## config.mk

```make
export PLATFORM = sky130hd
export DESIGN_NAME = motor_feedback_decoder_top
export DESIGN_NICKNAME = d
export VERILOG_FILES = /design/src/rtl/mfd_pkg.sv /design/src/rtl/mfd_lpf.sv /design/src/rtl/motor_feedback_decoder_top.sv
export SDC_FILE = /design/constraint.sdc
export NUM_CORES = 2
export LEC_CHECK = 0
export ABC_AREA = 1
export BUFFER_PORTS_ARGS = -buffer_cell sky130_fd_sc_hd__buf_2
export CORE_AREA = 2 2 375 377
export CTS_BUF_LIST = sky130_fd_sc_hd__clkbuf_4 sky130_fd_sc_hd__clkbuf_8
export DETAILED_ROUTE_END_ITERATION = 8
export DIE_AREA = 0 0 377 379
export PLACE_DENSITY = 0.79
export SETUP_SLACK_MARGIN = 0.1
export SLEW_MARGIN = 20
export SYNTH_ARGS = -nofsm -noshare
export SYNTH_HDL_FRONTEND = slang
export SYNTH_HIERARCHICAL = 1
export SYNTH_SLANG_ARGS = --single-unit
```

## constraint.sdc

```tcl
create_clock -name clk -period 9.4 [get_ports clk]
set_clock_uncertainty 0.15 [all_clocks]
set_input_delay 0.94 -clock clk [delete_from_list [all_inputs] [get_ports clk]]
set_output_delay 0.94 -clock clk [all_outputs]
set_load 0.01 [all_outputs]
```

## src/rtl/mfd_pkg.sv

```systemverilog
package mfd_pkg;

    localparam int CFG_IDX_W  = 2;
    localparam int CFG_DATA_W = 17;
    localparam int RATE_W     = 17;

    localparam logic [CFG_IDX_W-1:0] CFG_SPEED_RATE    = 2'd0;
    localparam logic [CFG_IDX_W-1:0] CFG_CURRENT_RATE  = 2'd1;
    localparam logic [CFG_IDX_W-1:0] CFG_ONLINE_RELOAD = 2'd2;
    localparam logic [CFG_IDX_W-1:0] CFG_OFFSET_FRAMES = 2'd3;

    localparam logic [RATE_W-1:0] Q_ONE             = 17'd65536;
    localparam logic [7:0]        ONLINE_RELOAD_RST = 8'd100;
    localparam logic [7:0]        OFFSET_FRAMES_RST = 8'd50;

    localparam logic OP_FRAME = 1'b0;
    localparam logic OP_TICK  = 1'b1;

    // reciprocal of five in Q0.18, exact for any 16-bit magnitude
    localparam logic [15:0] RECIP5_Q18 = 16'd52429;

    localparam int IN_DATA_W  = 72;
    localparam int OUT_DATA_W = 96;
    localparam int SUM_W      = 20;

    typedef struct packed {
        logic [2:0]         pad;
        logic [15:0]        interval;
        logic [7:0]         temperature;
        logic signed [15:0] current_raw;
        logic signed [15:0] speed_raw;
        logic [12:0]        rotor_angle;
    } in_data_t;

    typedef struct packed {
        logic [2:0]         pad;
        logic               offset_phase;
        logic               window_full;
        logic [SUM_W-1:0]   interval_sum;
        logic               online;
        logic [7:0]         temperature_out;
        logic signed [13:0] current_filtered;
        logic signed [15:0] speed_filtered;
        logic signed [31:0] multiturn_angle;
    } out_data_t;

endpackage

```

## src/rtl/mfd_lpf.sv

```systemverilog
module mfd_lpf
(
    input  logic signed [31:0]                 state_old,
    input  logic signed [15:0]                 sample,
    input  logic [mfd_pkg::RATE_W-1:0]         rate,
    output logic signed [31:0]                 state_new
);

    logic [mfd_pkg::RATE_W-1:0] rate_sat;
    logic signed [32:0]         diff;
    logic signed [50:0]         prod;
    logic signed [34:0]         step;

    // new = old + floor(r * ((sample << 16) - old) / 2^16)
    always_comb
    begin
        rate_sat  = (rate > mfd_pkg::Q_ONE) ? mfd_pkg::Q_ONE : rate;
        diff      = $signed({sample[15], sample, 16'b0}) - $signed({state_old[31], state_old});
        prod      = $signed({1'b0, rate_sat}) * diff;
        step      = 35'(prod >>> 16);
        state_new = 32'(step + 35'(state_old));
    end

endmodule

```

## src/rtl/motor_feedback_decoder_top.sv

```systemverilog
// Motor feedback decoder.
// Slave stream: s_tuser carries op (frame or tick), s_tdata the frame fields.
// Master stream: one result transaction per input transaction, in order.
// Configuration: cfg_we writes cfg_data to register cfg_index;
// write only while no transaction is in flight.
// Path: the result is registered behind an input stage that holds the current
// sample divided by -5, then the state update stage whose filter multipliers
// and angle unwrap feed the result register.
// Throughput: one transaction per cycle while m_tready keeps the result stage
// free; the state update closes its loop combinationally into its registers.
// Reset: state registers clear, config registers take defaults, both stream
// stages empty. The interval window fills over WINDOW_DEPTH decoded frames.
// Stall: a held result keeps m_tdata stable; the input stage still accepts
// one more transaction, then s_tready drops until m_tready returns.
module motor_feedback_decoder_top
#(
    parameter int WINDOW_DEPTH   = 10,
    parameter int ENCODER_COUNTS = 8192
)
(
    input  logic                            clk,
    input  logic                            rst_n,
    input  logic                            s_tvalid,
    output logic                            s_tready,
    // rotor_angle, speed_raw, current_raw, temperature, interval, zero pad
    input  logic [mfd_pkg::IN_DATA_W-1:0]   s_tdata,
    // op
    input  logic                            s_tuser,
    output logic                            m_tvalid,
    input  logic                            m_tready,
    // multiturn_angle, speed_filtered, current_filtered, temperature_out, online,
    // interval_sum, window_full, offset_phase, zero pad
    output logic [mfd_pkg::OUT_DATA_W-1:0]  m_tdata,
    input  logic                            cfg_we,
    input  logic [mfd_pkg::CFG_IDX_W-1:0]   cfg_index,
    input  logic [mfd_pkg::CFG_DATA_W-1:0]  cfg_data
);

    localparam int IW = $clog2(WINDOW_DEPTH);
    localparam logic [IW-1:0]      LAST_IDX = IW'(WINDOW_DEPTH - 1);
    localparam logic signed [17:0] HALF_S   = 18'(ENCODER_COUNTS / 2);
    localparam logic [31:0]        COUNTS   = 32'(ENCODER_COUNTS);

    mfd_pkg::in_data_t  s_item;
    mfd_pkg::out_data_t res_next;
    mfd_pkg::out_data_t res_reg;

    logic [mfd_pkg::RATE_W-1:0] speed_rate_reg;
    logic [mfd_pkg::RATE_W-1:0] current_rate_reg;
    logic [7:0]                 online_reload_reg;
    logic [7:0]                 offset_frames_reg;

    logic               in_valid_reg;
    logic               op_reg;
    logic [12:0]        angle_reg;
    logic signed [15:0] speed_in_reg;
    logic signed [13:0] cur_div_reg;
    logic [7:0]         temp_in_reg;
    logic [15:0]        interval_in_reg;
    logic               out_valid_reg;
    logic               out_load;

    logic [15:0]        cur_mag;
    logic [31:0]        cur_prod;
    logic [12:0]        cur_quot;
    logic signed [13:0] cur_div;

    logic [8:0]          frame_count_reg, frame_count_next;
    logic [12:0]         angle_now_reg, angle_now_next;
    logic [12:0]         angle_offset_reg, angle_offset_next;
    logic [31:0]         turn_count_reg, turn_count_next;
    logic signed [31:0]  speed_state_reg, speed_state_next, speed_lpf;
    logic signed [31:0]  current_state_reg, current_state_next, current_lpf;
    logic [7:0]          temp_hold_reg, temp_hold_next;
    logic [7:0]          online_count_reg, online_count_next;
    logic [IW-1:0]       ring_index_reg, ring_index_next;
    logic                ring_wrapped_reg, ring_wrapped_next;
    logic [mfd_pkg::SUM_W-1:0] interval_total_reg, interval_total_next;

    logic [15:0]         ring_mem [WINDOW_DEPTH];
    logic [15:0]         ring_rd_reg;
    logic                ring_we;
    logic                capture;
    logic                decode;
    logic signed [17:0]  angle_diff;
    logic signed [15:0]  cur_sample;
    logic [31:0]         total;

    assign s_item   = mfd_pkg::in_data_t'(s_tdata);
    assign out_load = in_valid_reg && (!out_valid_reg || m_tready);
    assign s_tready = !in_valid_reg || out_load;
    assign m_tvalid = out_valid_reg;
    assign m_tdata  = res_reg;

    always_ff @(posedge clk or negedge rst_n)
    begin
        if (!rst_n)
        begin
            speed_rate_reg    <= mfd_pkg::Q_ONE;
            current_rate_reg  <= mfd_pkg::Q_ONE;
            online_reload_reg <= mfd_pkg::ONLINE_RELOAD_RST;
            offset_frames_reg <= mfd_pkg::OFFSET_FRAMES_RST;
        end
        else if (cfg_we)
        begin
            case (cfg_index)
                mfd_pkg::CFG_SPEED_RATE:    speed_rate_reg    <= cfg_data;
                mfd_pkg::CFG_CURRENT_RATE:  current_rate_reg  <= cfg_data;
                mfd_pkg::CFG_ONLINE_RELOAD: online_reload_reg <= cfg_data[7:0];
                mfd_pkg::CFG_OFFSET_FRAMES: offset_frames_reg <= cfg_data[7:0];
                default: ;
            endcase
        end
    end

    // current / -5, truncated toward zero
    always_comb
    begin
        cur_mag  = s_item.current_raw[15] ? 16'(-s_item.current_raw) : s_item.current_raw;
        cur_prod = cur_mag * mfd_pkg::RECIP5_Q18;
        cur_quot = cur_prod[30:18];
        cur_div  = s_item.current_raw[15] ? $signed({1'b0, cur_quot})
                                          : -$signed({1'b0, cur_quot});
    end

    always_ff @(posedge clk or negedge rst_n)
    begin
        if (!rst_n)
        begin
            in_valid_reg <= 1'b0;
        end
        else if (s_tready)
        begin
            in_valid_reg <= s_tvalid;
        end
    end

    always_ff @(posedge clk)
    begin
        if (s_tvalid && s_tready)
        begin
            op_reg          <= s_tuser;
            angle_reg       <= s_item.rotor_angle;
            speed_in_reg    <= s_item.speed_raw;
            cur_div_reg     <= cur_div;
            temp_in_reg     <= s_item.temperature;
            interval_in_reg <= s_item.interval;
        end
    end

    assign cur_sample = 16'(cur_div_reg);

    mfd_lpf u_speed_lpf
    (
        .state_old (speed_state_reg),
        .sample    (speed_in_reg),
        .rate      (speed_rate_reg),
        .state_new (speed_lpf)
    );

    mfd_lpf u_current_lpf
    (
        .state_old (current_state_reg),
        .sample    (cur_sample),
        .rate      (current_rate_reg),
        .state_new (current_lpf)
    );

    always_comb
    begin
        capture    = (op_reg == mfd_pkg::OP_FRAME) && (frame_count_reg <= {1'b0, offset_frames_reg});
        decode     = (op_reg == mfd_pkg::OP_FRAME) && !capture;
        angle_diff = $signed({5'b0, angle_reg}) - $signed({5'b0, angle_now_reg});
        ring_we    = out_load && decode;

        frame_count_next    = frame_count_reg;
        angle_now_next      = angle_now_reg;
        angle_offset_next   = angle_offset_reg;
        turn_count_next     = turn_count_reg;
        speed_state_next    = speed_state_reg;
        current_state_next  = current_state_reg;
        temp_hold_next      = temp_hold_reg;
        online_count_next   = online_count_reg;
        ring_index_next     = ring_index_reg;
        ring_wrapped_next   = ring_wrapped_reg;
        interval_total_next = interval_total_reg;

        if (op_reg == mfd_pkg::OP_TICK)
        begin
            if (online_count_reg != 8'd0)
            begin
                online_count_next = online_count_reg - 8'd1;
            end
        end
        else if (capture)
        begin
            angle_now_next    = angle_reg;
            angle_offset_next = angle_reg;
            frame_count_next  = frame_count_reg + 9'd1;
        end
        else
        begin
            angle_now_next = angle_reg;
            if (angle_diff > HALF_S)
            begin
                turn_count_next = turn_count_reg - 32'd1;
            end
            else if (angle_diff < -HALF_S)
            begin
                turn_count_next = turn_count_reg + 32'd1;
            end
            speed_state_next   = speed_lpf;
            current_state_next = current_lpf;
            temp_hold_next     = temp_in_reg;
            online_count_next  = online_reload_reg;
            interval_total_next = interval_total_reg + mfd_pkg::SUM_W'(interval_in_reg)
                                - (ring_wrapped_reg ? mfd_pkg::SUM_W'(ring_rd_reg)
                                                    : mfd_pkg::SUM_W'(0));
            if (ring_index_reg == LAST_IDX)
            begin
                ring_index_next   = '0;
                ring_wrapped_next = 1'b1;
            end
            else
            begin
                ring_index_next = ring_index_reg + IW'(1);
            end
        end

        total = 32'(turn_count_next * COUNTS) + 32'(angle_now_next) - 32'(angle_offset_next);

        res_next.pad              = '0;
        res_next.multiturn_angle  = total;
        res_next.speed_filtered   = speed_state_next[31:16];
        res_next.current_filtered = current_state_next[29:16];
        res_next.temperature_out  = temp_hold_next;
        res_next.online           = online_count_next != 8'd0;
        res_next.interval_sum     = interval_total_next;
        res_next.window_full      = ring_wrapped_next;
        res_next.offset_phase     = frame_count_next <= {1'b0, offset_frames_reg};
    end

    always_ff @(posedge clk or negedge rst_n)
    begin
        if (!rst_n)
        begin
            frame_count_reg    <= '0;
            angle_now_reg      <= '0;
            angle_offset_reg   <= '0;
            turn_count_reg     <= '0;
            speed_state_reg    <= '0;
            current_state_reg  <= '0;
            temp_hold_reg      <= '0;
            online_count_reg   <= '0;
            ring_index_reg     <= '0;
            ring_wrapped_reg   <= 1'b0;
            interval_total_reg <= '0;
            out_valid_reg      <= 1'b0;
        end
        else
        begin
            if (out_load)
            begin
                frame_count_reg    <= frame_count_next;
                angle_now_reg      <= angle_now_next;
                angle_offset_reg   <= angle_offset_next;
                turn_count_reg     <= turn_count_next;
                speed_state_reg    <= speed_state_next;
                current_state_reg  <= current_state_next;
                temp_hold_reg      <= temp_hold_next;
                online_count_reg   <= online_count_next;
                ring_index_reg     <= ring_index_next;
                ring_wrapped_reg   <= ring_wrapped_next;
                interval_total_reg <= interval_total_next;
            end
            if (out_load)
            begin
                out_valid_reg <= 1'b1;
            end
            else if (m_tready)
            begin
                out_valid_reg <= 1'b0;
            end
        end
    end

    always_ff @(posedge clk)
    begin
        if (out_load)
        begin
            res_reg <= res_next;
        end
    end

    // prefetch the entry that the next frame retires
    always_ff @(posedge clk)
    begin
        if (ring_we)
        begin
            ring_mem[ring_index_reg] <= interval_in_reg;
        end
        ring_rd_reg <= ring_mem[out_load ? ring_index_next : ring_index_reg];
    end

    a_ring_index_range: assert property (@(posedge clk) disable iff (!rst_n)
        ring_index_reg <= LAST_IDX)
        else $error("ring index beyond window");

    a_wrap_at_zero: assert property (@(posedge clk) disable iff (!rst_n)
        $rose(ring_wrapped_reg) |-> ring_index_reg == '0)
        else $error("window marked full away from index zero");

    a_stage_hold: assert property (@(posedge clk) disable iff (!rst_n)
        in_valid_reg && !out_load |=> in_valid_reg)
        else $error("input stage lost a transaction");

    a_ready_stall: assert property (@(posedge clk) disable iff (!rst_n)
        !s_tready |-> in_valid_reg && out_valid_reg && !m_tready)
        else $error("input stalled without a downstream stall");

    a_reload: assert property (@(posedge clk) disable iff (!rst_n)
        out_load && decode |=> online_count_reg == $past(online_reload_reg))
        else $error("decoded frame did not reload the countdown");

endmodule
```

======== Word-level counts from Yosys, hierarchy flattened ========
Memory sizes are Yosys's and may differ from the RTL's. A register that Yosys moved wholly into a read port is not among the register bits.
Index checks and enable logic that the tools add are counted.
Widths: inputs -> output; s select.
word-level totals
  memories kept ........................... 1
  output and inout port bits .............. 98
  register bits ........................... 385
  bits in writable memories ............... 160
  word-level logic and storage cells ...... 124
cells by class
  bitwise gates (word level) .............. 2
  muxes and demuxes ....................... 36
  add/subtract/negate cells ............... 16
  reduce and logical (&&, ||, !) cells .... 21
  equality and inequality tests ........... 4
  $lt $le $gt $ge ......................... 6
  multipliers ............................. 3
memories
  name      words  width  rd ports  clocked after Yosys merged registers in  wr ports  line                              source
  ring_mem  10     16     1         1                                        1         motor_feedback_decoder_top.sv:80  logic [15:0] ring_mem [WINDOW_DEPTH];
operators by type and width
  kind                    number
  $mux 32                 4
  $mul 18x33->48          2
  $add 32x32->32          2
  $mux 30                 2
  $mux 13                 4
  $mux 20                 2
  $mux 8                  5
  $mux 19                 2
  $gt 17x17->1 const B    2
  $mux 17                 2
  $sub 30x32->33          1
  $sub 32x32->33          1
  $add 32x1->32 const B   1
  $add 32x13->32          1
  $mux 16                 2
  $sub 32x1->32 const B   1
  $sub 32x13->32          1
  $mul 16x16->31 const B  1
  $add 20x16->20          1
  $sub 20x16->20          1
  $le 9x8->1              2
  $mux 9                  2
  $mux 4                  4
  $neg 16->16             1
  21 further kinds        41

======== Longest topological paths before layout ========
  word-level depth ........................ 8
  mapped depth ............................ 54

======== Hierarchy ========
The synthesis kept the hierarchy.
modules (own cells, without submodules)
  module                      area each (sq um)  cells each  instances
  motor_feedback_decoder_top  31367.6            3381        1
  mfd_lpf at u_current_lpf    22404.0            3034        1
  mfd_lpf at u_speed_lpf      22256.3            2970        1

======== Worst setup path before layout ========
OpenSTA, ideal clock, no wires.
  path type ............................... flip-flop to flip-flop
  from .................................... reg speed_state_reg[0]
  to ...................................... reg res_reg (netlist bit m_tdata[47]) (data pin)
  arrival ................................. 8505 ps
  clock period less this slack ............ 8922 ps
  cell stages (with the launch flop) ...... 49
  data required time ...................... 8984 ps
  library setup time ...................... 266 ps
  path slack .............................. 478 ps
  cells stage by stage .................... dfrtp_1 -> inv_2 -> clkbuf_1 -> ha_1 -> nand2_4 -> nor2_4 -> nand2_1 -> nor2_1 -> nand2_1 -> nand3_1 -> nand2_1 -> nand2_2 -> inv_1 -> buf_2 -> nor2_1 -> inv_1 -> fa_1 -> inv_1 -> [13 not listed] -> o2111ai_1 -> xor2_1 -> ha_1 -> nand2_1 -> nor2_1 -> inv_1 -> nor4_1 -> nand2_1 -> nand3_1 -> inv_1 -> nand3_1 -> nand3_1 -> nand2_1 -> nand2_1 -> nand2_1 -> inv_1 -> nand2_1 -> o21ai_0
RTL lines
  item                    line                               source
  start, declared         motor_feedback_decoder_top.sv:72   logic signed [31:0] speed_state_reg, speed_state_next, speed_lpf;
  start signal, assigned  motor_feedback_decoder_top.sv:268  speed_state_reg <= speed_state_next;
  end signal, assigned    motor_feedback_decoder_top.sv:291  res_reg <= res_next;
  end, declared           motor_feedback_decoder_top.sv:46   mfd_pkg::out_data_t res_reg;

==> results.yml <==
outcome:
  status: "finished clean"
floorplan:
  die_h_um: 379
  initial_core_util_pct: 54.8
  die_w_um: 377
  num_rows: 137
  coreArea_sq_um: 139000
  ios: 195
  dieArea_sq_um: 143000
setup_path:
  crit_buf_inv: 10
  critPathLaunchType: "flop"
  max_stage_delay_ns: 0.56
  worstPathArrival_ns: 9.70
  critPathMaxFanout: 5
  slowest_stage: "fa_1"
  path_common_cell: "fa_1"
  required_ns: 9.73
  worstSetupEndpointType: "flop"
  r2r_slack_ns: 0.03
  path_delay_family: "adder cells"
  worstSetupPathType: "flop to flop"
sta:
  whs_ns: 0.153
  finalCritPeriodShare_pct: 99.7
  hold_viol: 0
  slew_viol_final: 0
  finalSetupViolCount: 0
  max_freq_mhz: 107
  worstMarginPinSlew_ns: 1.01
  fin_crit_ns: 9.37
  grt_setup_unrepaired: "yes"
  max_slew_margin_pct: 32.9
routing:
  ant_nets: 0
  remaining_drc_errors: 0
  post_drt_wl_per_cell_um: 19.1
  vias: 66800
  via_per_inst: 5.48
  drtPass1Iterations: 6
  routed_wl_um: 233000
  drt_iter0_drc: 6040
cts:
  numCtsBuffers: 88
  clkSinkCount: 548
  h-tree-depth: 3
  cts_tree: "done"
  clockBufferDepth: 3
  clk_pin_slew_ns: 0.07
  insertion_delay_ns: 0.82
  clock_tree.root_cell: "clkbuf_8"
yosys:
  yosys_warnings: 6
  yosysSeqAreaShare_pct: 20.1
  synthesis.area_sq_um: 76000
  synth_edf_count: 321
  async_flop_share_pct: 38.5
  ys_ff_latch: 548
  synth_cells: 9385
  ys_types: 74
  avgSynthCellArea_sq_um: 8.10
  ys.flop_type: "edfxtp_1"
layout:
  final_layout_size_suffix_gt1_share_pct: 20.6
  largest_register_ffs: 160
  area_growth_pct: 20.0
  nFillCells: 10900
  largest-register: "ring_mem"
  layout.nets: 12000
hold_path:
  hold_path_class: "primary input to flop"
grt:
  antenna_found_initial: 7
  grt_max_degree: 117
  grt_pass1_vias: 67100
  grt_usage_pct: 32.0
  gr-total-overflow: 0
  grt_pass1_wl_um: 357000
placement:
  hpwl_um: 183000
  place_congestion: 1.02
  port_buffers: 188
job:
  maxCapViolations: 0
-- cells in the mapped netlist (8+ instances only) --
library cell  count  area [sq um]
a21boi_0         11          82.6
a21o_1           40           300
a21oi_1         290          1450
a31oi_1          22           138
buf_2            21           105
buf_4            14           105
clkbuf_1        203           762
dfrtp_1         203          5080
dfstp_2           8           210
dfxtp_1          16           320
edfxtp_1        321          9640
fa_1           1125         22500
ha_1            512          6410
inv_1          2225          8350
inv_2            17          63.8
mux2i_1          15           150
nand2_1        1783          6690
nand2_2          37           231
nand3_1         283          1420
nand3b_1         14           105
nand4_1          71           444
nor2_1          999          3750
nor2_2           28           175
nor2_4            8          90.1
nor3_1           69           345
nor4_1           23           144
o211ai_1         68           510
o21a_1            8          60.1
o21ai_0         447          2240
o21ai_1          10          50.1
o21ai_2          10          87.6
o21bai_1         40           300
or2_2            89           557
xnor2_1          74           648
xor2_1          176          1540
-- worst paths after layout --
path,start,endpoint,cells past startpoint
worst max-delay path,speed_state_reg[1],m_tdata[47],47
worst min-delay path,s_tdata[46],temp_in_reg[1],1
worst max register to register,speed_state_reg[1],m_tdata[47],47
worst min register to register,current_rate_reg[12],current_rate_reg[12],2
max in group asynchronous,rst_n,m_tvalid,3
min in group asynchronous,rst_n,temp_hold_reg[6],2
-- per-layer routing --
metal  routed length [um]  GRT usage, %
met2               109000          51.9
met5                   13             0
met4                11100          12.6
met1                90400          42.5
met3                22800          6.04
-- logic make-up after synthesis --
group           share of synthesized area [%]
simple gates                             18.7
buf+inv                                  12.6
fa+ha+maj                                38.0
compound gates                           7.36
flops                                    20.1
xor+xnor                                 3.09
mux                                     0.197
other cells                           0.00493
-- worst register-to-register path: cells and delay by family, from the launching register on --
kind,cells,cell delay [ns]
compound gates,10,1.73
xor+xnor,2,0.33
fa+ha+maj,9,3.85
buf+inv,10,0.95
flops,1,0.40
simple gates,16,1.64
-- layout make-up --
class / instances / area (sq um) / share of cell area [%]
clock inverters: 39 / 510 / 0.559
inverters: 2250 / 8510 / 9.33
flip-flops and latches: 548 / 15300 / 16.7
well taps: 1807 / 2260 / 2.48
clock buffers: 127 / 1590 / 1.74
repair buffers: 1079 / 8260 / 9.05
diodes: 8 / 20.0 / 0.0219
multi-input cells: 6335 / 54800 / 60.1
-- layout by cell type, fill, tap and decap left out, types with 115 or more instances in the layout --
cell / instances
fa_1: 1097
nand2_1: 1689
edfxtp_1: 321
dfrtp_1: 194
nor2_2: 126
nor2_1: 864
xor2_1: 146
ha_1: 415
a21oi_1: 200
o21ai_0: 377
buf_4: 812
inv_1: 2149
nand2_2: 115
buf_2: 189
nand3_1: 260
-- timing repair --
item | CTS | global route
hold endpoints to repair | 50 | 0
gates cloned | 0 | 6
hold buffers | 1 | 0
pin swaps | 27 | 277
buffers inserted | 11 | 102
endpoints found under the setup margin | 45 | 65
resized for setup | 98 | 811
-- per-stage QoR --
| stage | instance area, sq um | setup WS, ns | cells | utilization, % | setup TNS, ns |
|---|---|---|---|---|---|
| 6_report | 91200 | 0.0283 | 12200 | 65.7 | 0 |
| 5_1_grt | 91200 | -0.339 | 12200 | 65.7 | -1.96 |
| 4_1_cts | 87000 | 0.0825 | 12100 | 62.6 | 0 |
| 3_5_place_dp | 84400 | -0.262 | 11900 | 60.8 | -1.41 |
| 3_3_place_gp | 84400 | -0.172 | 11900 | 60.8 | -0.574 |
| 2_1_floorplan | 76000 | 0.478 | 9387 | - | 0 |
Power is not shown: default switching activity piles up to over one toggle a cycle in this logic, so the estimate is an artifact.
